### config.mk
export PLATFORM = sky130hd
export DESIGN_NAME = tia_front
export DESIGN_NICKNAME = d
export VERILOG_FILES = /design/src/tia_pkg.sv /design/src/tia_front.sv
export SDC_FILE = /design/constraint.sdc
export NUM_CORES = 1
export LEC_CHECK = 0
export BUFFER_PORTS_ARGS = -buffer_cell sky130_fd_sc_hd__buf_4
export CAP_MARGIN = 20
export CORE_AREA = 2 2 113 115
export DETAILED_ROUTE_END_ITERATION = 8
export DIE_AREA = 0 0 115 117
export PLACE_DENSITY = 0.76
export SETUP_SLACK_MARGIN = 0.5
export SLEW_MARGIN = 40
export SYNTH_ARGS = -nofsm -noshare
export SYNTH_HDL_FRONTEND = slang
export SYNTH_SLANG_ARGS = --single-unit
export TNS_END_PERCENT = 20
### constraint.sdc
create_clock -name vclk -period 10.35
set_input_delay 1.5525 -clock vclk [all_inputs]
set_output_delay 1.5525 -clock vclk [all_outputs]
set_load 0.01 [all_outputs]
### src/tia_pkg.sv
package tia_pkg;

  // Field widths.
  localparam int SideW  = 16;
  localparam int HalfW  = 18;
  localparam int DiffW  = 17;
  localparam int AreaW  = 27;
  localparam int InrW   = 15;

  // Arithmetic widths of the back end.
  localparam int RadW   = 54;   // radicand and dividend width
  localparam int RootW  = 27;   // square root of a RadW-bit value
  localparam int RemW   = 30;   // square root partial remainder
  localparam int DvsrW  = 20;   // divisor 4*x
  localparam int DivSteps = RadW;

  // Decoupling queue.
  localparam int QueueDepth = 4;
  localparam int QueueAw    = 2;
  localparam int QueueCntW  = 3;

  typedef struct packed {
    logic             is_tri;
    logic [HalfW-1:0] x;
    logic [DiffW-1:0] p;
    logic [DiffW-1:0] q;
    logic [DiffW-1:0] r;
  } tia_item_t;

  typedef struct packed {
    logic             is_tri;
    logic [HalfW-1:0] x;
    logic [AreaW-1:0] area;
    logic [InrW-1:0]  inr;
  } tia_result_t;

  typedef struct packed {
    logic [DvsrW-1:0] rem;
    logic [RadW-1:0]  word;   // remaining dividend bits above, quotient bits below
  } div_state_t;

  typedef struct packed {
    logic [RadW-1:0]  rad;
    logic [RemW-1:0]  rem;
    logic [RootW-1:0] root;
  } sqrt_state_t;

  // One restoring division step: one quotient bit.
  function automatic div_state_t div_step(div_state_t s, logic [DvsrW-1:0] d);
    logic [DvsrW:0] cur;
    div_state_t     n;
    cur = {s.rem, s.word[RadW-1]};
    if (cur >= {1'b0, d}) begin
      n.rem  = DvsrW'(cur - {1'b0, d});
      n.word = {s.word[RadW-2:0], 1'b1};
    end else begin
      n.rem  = cur[DvsrW-1:0];
      n.word = {s.word[RadW-2:0], 1'b0};
    end
    return n;
  endfunction

  // One digit-by-digit square root step: one root bit from two radicand bits.
  function automatic sqrt_state_t sqrt_step(sqrt_state_t s);
    logic [RemW-1:0] cur;
    logic [RemW-1:0] trial;
    sqrt_state_t     n;
    cur   = {s.rem[RemW-3:0], s.rad[RadW-1:RadW-2]};
    trial = {1'b0, s.root, 2'b01};
    n.rad = {s.rad[RadW-3:0], 2'b00};
    if (cur >= trial) begin
      n.rem  = cur - trial;
      n.root = {s.root[RootW-2:0], 1'b1};
    end else begin
      n.rem  = cur;
      n.root = {s.root[RootW-2:0], 1'b0};
    end
    return n;
  endfunction

endpackage

### src/tia_front.sv
module tia_front (
  input  logic [tia_pkg::SideW-1:0] side_a_i,
  input  logic [tia_pkg::SideW-1:0] side_b_i,
  input  logic [tia_pkg::SideW-1:0] side_c_i,
  output tia_pkg::tia_item_t        item_o
);

  logic [tia_pkg::SideW:0]   sum_ab, sum_ac, sum_bc;
  logic [tia_pkg::HalfW-1:0] x, pa, pb, pc;

  always_comb begin
    sum_ab = {1'b0, side_a_i} + {1'b0, side_b_i};
    sum_ac = {1'b0, side_a_i} + {1'b0, side_c_i};
    sum_bc = {1'b0, side_b_i} + {1'b0, side_c_i};
    x      = {1'b0, sum_ab} + {2'b0, side_c_i};
    pa     = x - {1'b0, side_a_i, 1'b0};
    pb     = x - {1'b0, side_b_i, 1'b0};
    pc     = x - {1'b0, side_c_i, 1'b0};
    item_o.is_tri = (sum_ab > {1'b0, side_c_i}) && (sum_ac > {1'b0, side_b_i}) &&
                    (sum_bc > {1'b0, side_a_i});
    item_o.x = x;
    // For a real triangle each s-side term is below 2^17.
    item_o.p = pa[tia_pkg::DiffW-1:0];
    item_o.q = pb[tia_pkg::DiffW-1:0];
    item_o.r = pc[tia_pkg::DiffW-1:0];
  end

endmodule

# Word level (Yosys, flattened, before mapping)
# Index checks and enable logic that the tools add are counted.
totals:
  reg_bits: 0
  output_inout_bits: 70
classes:
  n_addsub: 7
  order_cmp: 3
  n_reduce_logical: 2
op_table:
  columns: ["op", "count"]
  rows:
  - ["16-bit by 16-bit adder with 17-bit output", 3]
  - ["17-bit by 16-bit greater-than comparator with 1-bit output", 3]
  - ["17-bit subtractor", 3]
  - ["17-bit by 16-bit adder with 18-bit output", 1]
  - ["1-bit logical AND", 2]

# Logic depth before layout (Yosys ltp)
logic_depth:
  depth_word: 4
  depth_mapped: 25
  mapped_depth_nobuf: 25

# Worst setup path after synthesis
# OpenSTA, ideal clock, no wires.
synth_path:
  kind: "input-to-output"
  startpoint: "input side_a_i[0] in the netlist's numbering"
  endpoint: "output item_o[33] in the netlist's numbering"
  arrival_ns: 6.297
  setup_slack_ns: 2.501
  path_stages: 20
  n_path_buf: 0
  path_cell_list: "ha_1 inv_1 fa_1 nor2b_1 o31ai_1 a211oi_1 o21ai_0 a21boi_0 nor2_1 ha_1 o41ai_2 nand2_1 a311oi_1 ha_1 a21o_1 o31ai_1 a21oi_1 and4_1 or4_1 xor2_1"
synth_rtl:
  columns: ["element", "line", "rtl"]
  rows:
  - ["start, declared", "tia_front.sv:2", "input logic [tia_pkg::SideW-1:0] side_a_i,"]
  - ["end, declared", "tia_front.sv:5", "output tia_pkg::tia_item_t item_o"]

==> flow_metrics.tcl <==
set metrics [dict create \
    timing.final.ws_setup_ns 1.86 \
    io_buffers 118 \
    highest_layer "met4" \
    fin_cells 1069 \
    track_usage 0.249 \
    timing.slew.headroom 0.603 \
    syn-instance-count 807 \
    final_cell_mix "ha_1 (157), buf_4 (118), inv_1 (88), a21oi_1 (70), nor2_1 (67)" \
    syn_area_um2 6010 \
    syn_avg_cell_area_um2 7.45 \
    drc 0 \
    placedCellCount 1069 \
    place_area_um2 7050 \
    antenna_cells 0 \
    cp.arrival_ns 6.94 \
    synth_top_cell_by_area "ha_1" \
    die-area_um2 13500 \
    tightest_slew_ns 0.591 \
    grt_setup_unrepaired "no" \
    core-area_um2 12300 \
    cp.required_ns 8.80 \
    antenna_left 0 \
    hold_class "in2out" \
    status "finished clean" \
    final_cell_area_um2 7060 \
    setup_viol 0 \
    slew_viol_final 0 \
    vias 6256 \
    regArea_um2 0 \
    ys_top_cells_by_area "ha_1 (33%), xnor2_1 (9.5%), a21oi_1 (5.8%)" \
    nFlopsAndLatches 0 \
    cts_setup_buffers 0 \
    final-hold-violation-count 0 \
    wirelength_um 17300 \
    crit_fanout 5 \
    dr_wl_met2_um 8020 \
    cts_resized 0 \
    m1WireLength_um 8210 \
    period_needed_ns 8.49 \
    ys_seq_area_frac 0 \
    ios 118 \
    ys_types 63 \
    max-vdd-ir-drop_uv 85.3 \
    nNetsFinal 1133 \
    die_h_um 117 \
    end_kind "output pin" \
    placementRows 41 \
    power.total_mw 1.71 \
    drtIter0Drc 546 \
    yosys_warnings 0 \
    grt_pass1_wl_um 27000 \
    firstDrtPassIters 5 \
    p_per_area_nw_per_um2 243 \
    synth_top_area_frac 0.327 \
    met3_length_um 879 \
    antenna_found_initial 0 \
    hold_buffers 0 \
    fin_tns_setup_ns 0 \
    grt_pass1_vias 5673 \
    cap_violations 0 \
    die_w_um 115 \
    cp-start-kind "primary input" \
    hpwl_um 15400 \
    wl_per_cell_um 16.2 \
    postLayoutCoreUtil 0.574 \
    overflow 0 \
    num-clock-buffers 0 \
    dp_slack_ns 1.92 \
    routed_via_density 5.85 \
    synth.net_count 1019 \
    p_leak_nw 3.55 \
    max_freq_mhz 118 \
    grt_max_degree 11 \
    final_common_cell "ha_1" \
    initial_core_util 0.489 \
    area_growth_pct 17.4 \
    crit_type "in2out" \
    drive_gt1_frac 0.153 \
    hold_ws_ns 3.52 \
    post-route-period-util 0.820 \
    gp_congestion 0.919 \
    nFillCells 1213 \
]
[final cells by class]
type | count | area (um^2) | share of cell area
repair buffers | 118 | 886 | 0.125
multi-input cells | 712 | 5650 | 0.801
inverters | 89 | 334 | 0.0473
well taps | 150 | 188 | 0.0266
[Yosys cell counts (all sizes together) (9+ instances only)]
library cell  count
nand2            30
o211ai           14
nor3             30
nor2             67
nor4              9
inv              89
xor2             23
nand3            19
o21bai           12
nand4             9
o21ai            32
nor2b            24
xnor2            66
a21o             28
o21a             14
a21oi            75
a31oi            10
nand2b            9
ha              157
[report_power, final]
part	total, mW	internal (mW)	switching [mW]
registers	0	0	0
logic	1.71	0.819	0.896
clock network	0	0	0
[path summary, 6_finish.rpt]
path	startpoint	slack [ns]	to	cells past startpoint
worst min-delay path	side_a_i[0]	3.52	item_o[35]	4
worst max-delay path	side_a_i[0]	1.86	item_o[33]	25
[critical path, cell delays in order]
cell and delay (ns):
buf_4 0.11, ha_1 0.17, inv_1 0.05, fa_1 0.40, nor2b_1 0.23, o31ai_1 0.12, a211oi_1 0.33, o21ai_0 0.14
a21boi_0 0.36, nor2_1 0.13, ha_1 0.40, inv_1 0.09, a21oi_1 0.20, o41ai_2 0.16, xnor2_1 0.42, ha_1 0.36
o21ai_0 0.18, nand2b_1 0.12, a21o_1 0.19, o31ai_1 0.06, a21oi_1 0.11, and4_1 0.23, or4_1 0.53, xor2_1 0.16
buf_4 0.15
[logic make-up (layout without fill, tap and decap cells)]
logic type | Yosys count | after routing | share of synthesized area
adders and majority gates | 164 | 164 | 0.350
AOI/OAI and AO/OA | 235 | 235 | 0.265
xor gates and xnor gates | 91 | 91 | 0.138
and+or+nand+nor | 222 | 222 | 0.185
buffers and inverters | 95 | 207 | 0.0612
[layer usage]
layer,global-route usage,up-vias
met5,0,-
met4,0.0249,0
met1,0.356,2920
met2,0.434,148
li1,-,3175
met3,0.00566,13
Note: power is estimated with default switching activity, not from simulation.
