<file path="src/tia_pkg.sv">
package tia_pkg;

  // Field widths.
  localparam int SideW  = 16;
  localparam int HalfW  = 18;
  localparam int DiffW  = 17;
  localparam int AreaW  = 27;
  localparam int InrW   = 15;

  // Arithmetic widths of the back end.
  localparam int RadW   = 54;   // radicand and dividend width
  localparam int RootW  = 27;   // square root of a RadW-bit value
  localparam int RemW   = 30;   // square root partial remainder
  localparam int DvsrW  = 20;   // divisor 4*x
  localparam int DivSteps = RadW;

  // Decoupling queue.
  localparam int QueueDepth = 4;
  localparam int QueueAw    = 2;
  localparam int QueueCntW  = 3;

  typedef struct packed {
    logic             is_tri;
    logic [HalfW-1:0] x;
    logic [DiffW-1:0] p;
    logic [DiffW-1:0] q;
    logic [DiffW-1:0] r;
  } tia_item_t;

  typedef struct packed {
    logic             is_tri;
    logic [HalfW-1:0] x;
    logic [AreaW-1:0] area;
    logic [InrW-1:0]  inr;
  } tia_result_t;

  typedef struct packed {
    logic [DvsrW-1:0] rem;
    logic [RadW-1:0]  word;   // remaining dividend bits above, quotient bits below
  } div_state_t;

  typedef struct packed {
    logic [RadW-1:0]  rad;
    logic [RemW-1:0]  rem;
    logic [RootW-1:0] root;
  } sqrt_state_t;

  // One restoring division step: one quotient bit.
  function automatic div_state_t div_step(div_state_t s, logic [DvsrW-1:0] d);
    logic [DvsrW:0] cur;
    div_state_t     n;
    cur = {s.rem, s.word[RadW-1]};
    if (cur >= {1'b0, d}) begin
      n.rem  = DvsrW'(cur - {1'b0, d});
      n.word = {s.word[RadW-2:0], 1'b1};
    end else begin
      n.rem  = cur[DvsrW-1:0];
      n.word = {s.word[RadW-2:0], 1'b0};
    end
    return n;
  endfunction

  // One digit-by-digit square root step: one root bit from two radicand bits.
  function automatic sqrt_state_t sqrt_step(sqrt_state_t s);
    logic [RemW-1:0] cur;
    logic [RemW-1:0] trial;
    sqrt_state_t     n;
    cur   = {s.rem[RemW-3:0], s.rad[RadW-1:RadW-2]};
    trial = {1'b0, s.root, 2'b01};
    n.rad = {s.rad[RadW-3:0], 2'b00};
    if (cur >= trial) begin
      n.rem  = cur - trial;
      n.root = {s.root[RootW-2:0], 1'b1};
    end else begin
      n.rem  = cur;
      n.root = {s.root[RootW-2:0], 1'b0};
    end
    return n;
  endfunction

endpackage

</file>
<file path="src/tia_queue.sv">
module tia_queue (
  input  logic               clk_i,
  input  logic               rst_ni,
  input  logic               push_i,
  input  tia_pkg::tia_item_t item_i,
  output logic               full_o,
  input  logic               pop_i,
  output logic               head_vld_o,
  output tia_pkg::tia_item_t head_o
);

  tia_pkg::tia_item_t             mem_q [0:tia_pkg::QueueDepth-1];
  logic [tia_pkg::QueueAw-1:0]    wr_ptr_q, wr_ptr_d, rd_ptr_q, rd_ptr_d;
  logic [tia_pkg::QueueCntW-1:0]  cnt_q, cnt_d;
  logic                           do_push, do_pop;

  assign full_o     = (cnt_q == tia_pkg::QueueCntW'(tia_pkg::QueueDepth));
  assign head_vld_o = (cnt_q != '0);
  assign head_o     = mem_q[rd_ptr_q];

  always_comb begin
    do_push  = push_i && !full_o;
    do_pop   = pop_i && head_vld_o;
    wr_ptr_d = do_push ? wr_ptr_q + 1'b1 : wr_ptr_q;
    rd_ptr_d = do_pop ? rd_ptr_q + 1'b1 : rd_ptr_q;
    cnt_d    = cnt_q + tia_pkg::QueueCntW'(do_push) - tia_pkg::QueueCntW'(do_pop);
  end

  always_ff @(posedge clk_i or negedge rst_ni) begin
    if (!rst_ni) begin
      wr_ptr_q <= '0;
      rd_ptr_q <= '0;
      cnt_q    <= '0;
    end else begin
      wr_ptr_q <= wr_ptr_d;
      rd_ptr_q <= rd_ptr_d;
      cnt_q    <= cnt_d;
    end
  end

  always_ff @(posedge clk_i) begin
    if (do_push) begin
      mem_q[wr_ptr_q] <= item_i;
    end
  end

endmodule

</file>
<file path="config.mk">
export PLATFORM = sky130hd
export DESIGN_NAME = tia_queue
export DESIGN_NICKNAME = d
export VERILOG_FILES = /design/src/tia_pkg.sv /design/src/tia_queue.sv
export SDC_FILE = /design/constraint.sdc
export NUM_CORES = 1
export LEC_CHECK = 0
export ABC_AREA = 1
export CORE_MARGIN = 1
export CORE_UTILIZATION = 30
export DETAILED_ROUTE_END_ITERATION = 8
export DONT_BUFFER_PORTS = 1
export HOLD_SLACK_MARGIN = 0.05
export PLACE_DENSITY = 0.45
export SLEW_MARGIN = 20
export SYNTH_ARGS = -nofsm -noshare
export SYNTH_HDL_FRONTEND = slang
export SYNTH_SLANG_ARGS = --single-unit
</file>
<file path="constraint.sdc">
create_clock -name clk_i -period 6.1 [get_ports clk_i]
set_clock_uncertainty 0.2 [all_clocks]
set_input_delay 0.61 -clock clk_i [delete_from_list [all_inputs] [get_ports clk_i]]
set_output_delay 0.61 -clock clk_i [all_outputs]
set_load 0.02 [all_outputs]
</file>
# Word level (Yosys, flattened, before mapping)
# Memories as Yosys holds them, arrays and structs flattened.
# Index checks and enable logic that the tools add are counted.
dict set report word_totals {
  ff_bits 7
  memories 1
  out_inout_bits 72
  input_bits 74
  ram_bits 280
  word_cells 15
}
# memory words word_bits read_ports rd_clocked_by_memory_dff wr line
set memory_table {}
lappend memory_table {mem_q 4 70 1 0 1 tia_queue.sv:12} ;# tia_pkg::tia_item_t mem_q [0:tia_pkg::QueueDepth-1];
dict set report classes {
  reduce_logical 4
  mux 2
  eq_ne 1
  n_addsub 4
}
# cell n
set op_table {}
lappend op_table {{2-bit by 1-bit adder with 2-bit output, second input constant} 2}
lappend op_table {{3-bit by 1-bit adder with 3-bit output} 1}
lappend op_table {{3-bit == test, second input constant} 1}
lappend op_table {{3-bit nonzero test} 1}
lappend op_table {{3-bit by 1-bit subtractor with 3-bit output} 1}
lappend op_table {{1-bit logical AND} 2}
lappend op_table {{1-bit two-way mux} 2}
lappend op_table {{1-bit zero test} 1}

# Logic depth before layout (Yosys ltp)
# Gate-level depths: netlist of the first run.
dict set report logic_depth {
  ltp_word 5
  depth_mapped 12
  mapped_depth_nobuf 12
}

# Worst setup path before layout of the first run
# No wires, ideal clock.
dict set report synth_timing {
  kind {input to register}
  startpoint {input port push_i}
  endpoint {memory mem_q[0][0] (netlist name), enable pin}
  arrival_ns 3.683
  setup_ns 0.499
  slack_ns 1.718
  path_stages 2
  cell_sequence {nand2_1 nor2_1}
}
dict set report synth_via {
  elab_chain_cells 3
}
# item line
set synth_lines {}
lappend synth_lines {{from (decl)} tia_queue.sv:4} ;# input logic push_i,
lappend synth_lines {{1-bit logical AND} tia_queue.sv:22} ;# do_push = push_i && !full_o;
lappend synth_lines {{1-bit two-way mux} tia_queue.sv:42} ;# if (do_push) begin
lappend synth_lines {{1-bit two-way mux (not written as such)} tia_queue.sv:43} ;# mem_q[wr_ptr_q] <= item_i;
lappend synth_lines {{to (decl)} tia_queue.sv:12}
# Every way passes these cells.

==> results.cfg, run 1 <==
[global_routing]
grt_antenna_before_repair = 1
grt_pass1_wl_um = 39100
grt_pass1_vias = 6629
overflow = 0
grt_usage = 0.133
grt_max_degree = 94

[synth]
synth_xor_area_frac = 0
yosys.area_share.simple = 0.126
synth_top_family_by_area = simple AND/OR/NAND/NOR gates
synth_largest_area_cell = edfxtp_1
synthesis.area_um2 = 11400
ys_ff_latch = 287
yosysWarnings = 0
synth_fa_ha_area_frac = 0.00836
synth_compound_area_frac = 0.0616
netlist_instances = 945
syn_area_per_cell_um2 = 12.0
muxShareOfSynthArea = 0
synth_top_cell_area_share = 0.739
synth_cell_type_count = 16
synth.net_count = 1026
synth.top_cells.by_area = edfxtp_1 74%, nand2_1 7.6%, o21ai_0 6.1%, nor2_1 4.8%, inv_1 2.8%
ys_seq_area_frac = 0.755

[sta]
rsz0062_at_grt = false
setup_ws_ns = 2.41
hold_viol = 0
min_period_ns = 3.69
setup_viol = 0
report.final.slew_viol_count = 0
tightest_slew_ns = 1.04
max_freq_mhz = 271
relSlewSlack = 0.302
fin_tns_setup_ns = 0
min_period_over_period = 0.606

[place]
gp_congestion = 0.711
place_inst = 1412
port_buffers = 0
dp_slack_ns = 2.88
dp_hpwl_um = 14100

[floorplanning]
die_x_um = 197
dieArea_um2 = 38700
io_pins = 146
start_util = 0.308
core_um2 = 37000
die_y_um = 197
row_count = 70

[setup_path]
r2r.worst_path.cells = 5
crit_required_ns = 5.29
path_class = reg2out
regToRegStartpoint = cnt_q[1]
start_kind = register
rr_endpoint = mem_q[3][26]
r2r_setup_slack_ns = 3.00
worstPathArrival_ns = 2.88
worstPathMaxFanout = 56
end_kind = primary output

[power]
seq_power_share = 0.397
switchingPower_mw = 2.58
combPwrFrac = 0.308
powerDensity_nw_per_um2 = 501
p_int_mw = 4.31
p_clk_frac = 0.295
p_sw_frac = 0.375
ir_drop_mv = 0.263
leakagePower_nw = 5.15

[status]
status = complete, no violations

[cells_and_area]
fin_util = 0.372
layoutNonFillerInstCount = 1548
final_cell_mix = 280 x edfxtp_1, 229 x nand2_1, 141 x nor2_1, 138 x o21ai_0, 85 x inv_1
syn2layout_area_growth_pct = 20.8
final_common_cell = edfxtp_1
drive_gt1_frac = 0.0594
fin_nets = 1099

[drt]
wirelength_um = 25200
drc = 0
ant_nets = 0
highest_layer = met4
drt_first_pass_iters = 4
wl_met2_um = 12600
wl_met3_um = 1340
via_count = 6661
drtIter0Drc = 391
m1WireLength_um = 10900
routedWlPerCell_um = 16.3
avgViaCountPerCell = 4.30

[cts]
clk_latency_ns = 0.50
cts.clk_slew.worst_paths_ns = 0.05
ctsResizeCount = 0
ctsHoldBuffers = 73
clk_path_buf_depth = 3
clock_sinks = 287
cts_buffers = 35
cts_setup_buffers = 0
cts_tree = yes
root_buffer = clkbuf_16
htree_levels = 2

[worst_hold_path]
holdPathEnd = rd_ptr_q[0]
holdCritStartpoint = pop_i
whs_path_depth = 3
hp-class = in2reg

[flow_run]
cap_violations = 0
metal layers:
metal,GRT usage,vias to the layer above
met3,0.0358,32
met5,0,-
met2,0.233,120
met4,0.0399,0
li1,-,3325
met1,0.160,3184
state kept, by name (all words and copies together) (netlist names):
signal    count
wr_ptr_q      2
cnt_q         3
mem_q       280
rd_ptr_q      2
worst max-delay path by stage:
stage | start | endpoint | slack (ns) | cells past startpoint
after floorplan | push_i | mem_q[0][0] | 1.72 | 2
after global placement | rd_ptr_q[0] | head_o[11] | 2.89 | 4
after detailed placement | rd_ptr_q[0] | head_o[14] | 2.88 | 4
after CTS | rd_ptr_q[0] | head_o[14] | 2.33 | 4
after global routing | rd_ptr_q[0] | head_o[14] | 2.20 | 5
final | rd_ptr_q[0] | head_o[14] | 2.41 | 4
critical path, cell delays in order, from the launching register on:
cell and delay [ns]:
dfrtp_4 0.71, inv_2 0.43, buf_4 0.62, o21ai_0 0.34
nand2_1 0.26
power by group through the flow:
| stage | Combinational [mW] | Sequential, mW | Clock (mW) |
|---|---|---|---|
| 3_3_place_gp | 2.13 | 2.78 | 0 |
| 2_1_floorplan | 1.68 | 2.74 | 0 |
| 3_5_place_dp | 2.14 | 2.79 | 0 |
| 4_1_cts | 2.21 | 2.74 | 2.11 |
| 5_1_grt | 2.42 | 2.77 | 2.19 |
| 6_report | 2.12 | 2.74 | 2.03 |
cell families (layout without fill, tap and decap cells):
family                     count (synthesis)  in the layout
AOI/OAI and AO/OA                        140            140
adders and majority gates                  7              7
buffers and inverters                    132            230
DFF                                      287            287
and+or+nand+nor                          379            379
other                                      0              1
cell type report:
type | count | area [um^2]
diodes | 1 | 2.50
clock buffers | 42 | 945
clock inverters | 20 | 195
fillers | 3636 | 23200
inverters | 87 | 329
multi-input cells | 526 | 2250
flip-flops and latches | 287 | 8590
well taps | 504 | 631
repair buffers | 81 | 798
metrics by stage:
step	area (um^2)	hold WS, ns	power (mW)
after floorplan	11400	0.114	4.43
after global placement	11900	0.115	4.91
after detailed placement	11900	0.115	4.93
after CTS	13700	0.0629	7.06
final	13700	0.0880	6.89
after global routing	13700	0.119	7.38
synth_stat cells:
cell / number
clkbuf_1: 16
buf_6: 6
nor2_1: 145
buf_1: 10
fa_1: 1
o21ai_1: 2
inv_1: 86
buf_2: 9
nand3_1: 5
buf_4: 4
clkinv_1: 1
nand2_1: 229
o21ai_0: 138
ha_1: 6
dfrtp_1: 7
edfxtp_1: 280
Power figures use the tool's default switching activity.
==> run 2, diff against run 1 <==
--- a/config.mk
+++ b/config.mk
@@ -11,7 +11,7 @@
 export DETAILED_ROUTE_END_ITERATION = 8
 export DONT_BUFFER_PORTS = 1
 export HOLD_SLACK_MARGIN = 0.05
-export PLACE_DENSITY = 0.45
+export PLACE_DENSITY = 0.46
 export SLEW_MARGIN = 20
 export SYNTH_ARGS = -nofsm -noshare
 export SYNTH_HDL_FRONTEND = slang
==> constraint.sdc (replaced) <==
create_clock -name clk_i -period 3.05 [get_ports clk_i]
set_clock_uncertainty 0.2 [all_clocks]
set_input_delay 0.305 -clock clk_i [delete_from_list [all_inputs] [get_ports clk_i]]
set_output_delay 0.305 -clock clk_i [all_outputs]
set_load 0.02 [all_outputs]
==> run 2 against run 1 <==
Net effect:
- count of clock-buffer cells in the layout did not move
- final cell count rose by 0.26%
- sequential cell count did not move
- largest cell class unchanged
- register-to-register slack got worse by 2.3 ns
==> results.cfg, run 2 (same netlist as run 1, synthesis figures left out) <==
[cells_and_area]
final_common_cell = edfxtp_1
top_register = mem_q
final_cell_mix = 280 x edfxtp_1, 229 x nand2_1, 141 x nor2_1, 138 x o21ai_0, 85 x inv_1
largest_reg_flops = 280
fin_nets = 1107
syn2layout_area_growth_pct = 22.1
reg_top3 = mem_q x280, cnt_q x3
drive_gt1_frac = 0.0669

[cts]
clk_latency_ns = 0.52
ctsResizeCount = 0
cts_buffers = 34
clk_path_buf_depth = 3
cts.clk_slew.worst_paths_ns = 0.06
clock_sinks = 287
root_buffer = clkbuf_16
cts_tree = yes
htree_levels = 2

[setup_path]
slowest_delay_ns = 0.51
r2r_setup_slack_ns = 0.71
regToRegStartpoint = cnt_q[1]
worstPathMaxFanout = 27
slowest_stage = dfrtp_4
worstPathArrival_ns = 1.99
r2r.worst_path.cells = 11
rr_endpoint = cnt_q[2]
path_class = reg2out
start_kind = register
crit_required_ns = 2.54
cp_cell_sequence = inv_2 > buf_12 > o21ai_0 > nand2_1
end_kind = primary output

[floorplanning]
io_pins = 146
core_um2 = 37000
die_x_um = 197
die_y_um = 197
start_util = 0.308
dieArea_um2 = 38700
row_count = 70

[place]
gp_congestion = 0.701
port_buffers = 0
dp_hpwl_um = 13100
dp_slack_ns = 0.705

[sta]
rsz0062_at_grt = false
min_period_over_period = 0.819
min_period_ns = 2.50
holdWs_ns = 0.289
report.final.slew_viol_count = 0
tightest_slew_ns = 0.556
max_freq_mhz = 400
relSlewSlack = 0.629
setup_viol = 0
hold_viol = 0
setup_ws_ns = 0.552

[drt]
drtIter0Drc = 335
avgViaCountPerCell = 4.33
drt_first_pass_iters = 4
ant_nets = 0
drc = 0
routedWlPerCell_um = 15.7
wirelength_um = 24300
via_count = 6725

[worst_hold_path]
holdPathEnd = mem_q[3][51]
holdCritStartpoint = item_i[51]
hp-class = in2reg
whs_path_depth = 1

[global_routing]
grt_max_degree = 114
grt_antenna_before_repair = 1
overflow = 0
grt_pass1_wl_um = 38000
grt_usage = 0.130
grt_pass1_vias = 6760

[flow_run]
cap_violations = 0

[power]
leakagePower_nw = 5.22
ir_drop_mv = 0.462
total_power_mw = 13.8
powerDensity_nw_per_um2 = 992

[status]
status = complete, no violations
## run 2: report_power, final
group          total [mW]  switching (mW)  internal, mW  leakage (nW)
combinational        4.53            3.46          1.07          2.05
sequential           5.36           0.173          5.19          2.65
clock                3.88            1.53          2.36         0.522
total                13.8            5.16          8.62          5.22
## run 2: how the worst max path moves through the flow
stage,startpoint,endpoint,slack (ns),cells after the start
final,rd_ptr_q[0],head_o[56],0.55,4
after CTS,rd_ptr_q[0],head_o[12],0.47,4
after global routing,rd_ptr_q[0],head_o[4],0.40,4
after detailed placement,cnt_q[1],cnt_q[2],0.70,11
after floorplan,cnt_q[1],mem_q[0][0],-0.17,4
after global placement,cnt_q[1],cnt_q[2],0.73,11
## run 2: cell type report
cell class / instances / area, um^2
Antenna cell: 1 / 2.50
Inverter: 87 / 329
Sequential cell: 287 / 8590
Fill cell: 3568 / 23100
Timing Repair Buffer: 90 / 1010
Multi-Input combinational cell: 526 / 2250
Tap cell: 504 / 631
Clock buffer: 42 / 945
Clock inverter: 15 / 128
## run 2: critical path: cells and delay by family (launching register included)
kind / cells / cell delay (ns)
flip-flops: 1 / 0.51
AND/OR/NAND/NOR: 1 / 0.24
AO/OA/AOI/OAI: 1 / 0.11
buffers and inverters: 2 / 0.57
## run 2: repair_timing
action | 4_1_cts | 5_1_grt
hold buffers | 74 | 0
endpoints found under the hold margin | 291 | 0
setup buffers | 0 | 0
setup endpoints to repair | 0 | 0
## run 2: layer usage
metal	global-route usage	part of all wire	up-vias
met5	0	0	-
met4	0.0583	0.025	0
met3	0.0370	0.054	37
met2	0.223	0.49	138
met1	0.151	0.43	3219
li1	-	-	3331
## run 2: per-stage QoR
stage	area (um^2)	utilization	TNS (ns)	std cells
6_report	13900	0.376	0	1552
5_1_grt	13900	0.376	0	1552
4_1_cts	13900	0.376	0	1551
3_5_place_dp	12100	0.327	0	1420
3_3_place_gp	12100	0.327	0	1420
2_1_floorplan	11400	-	-46.58	945
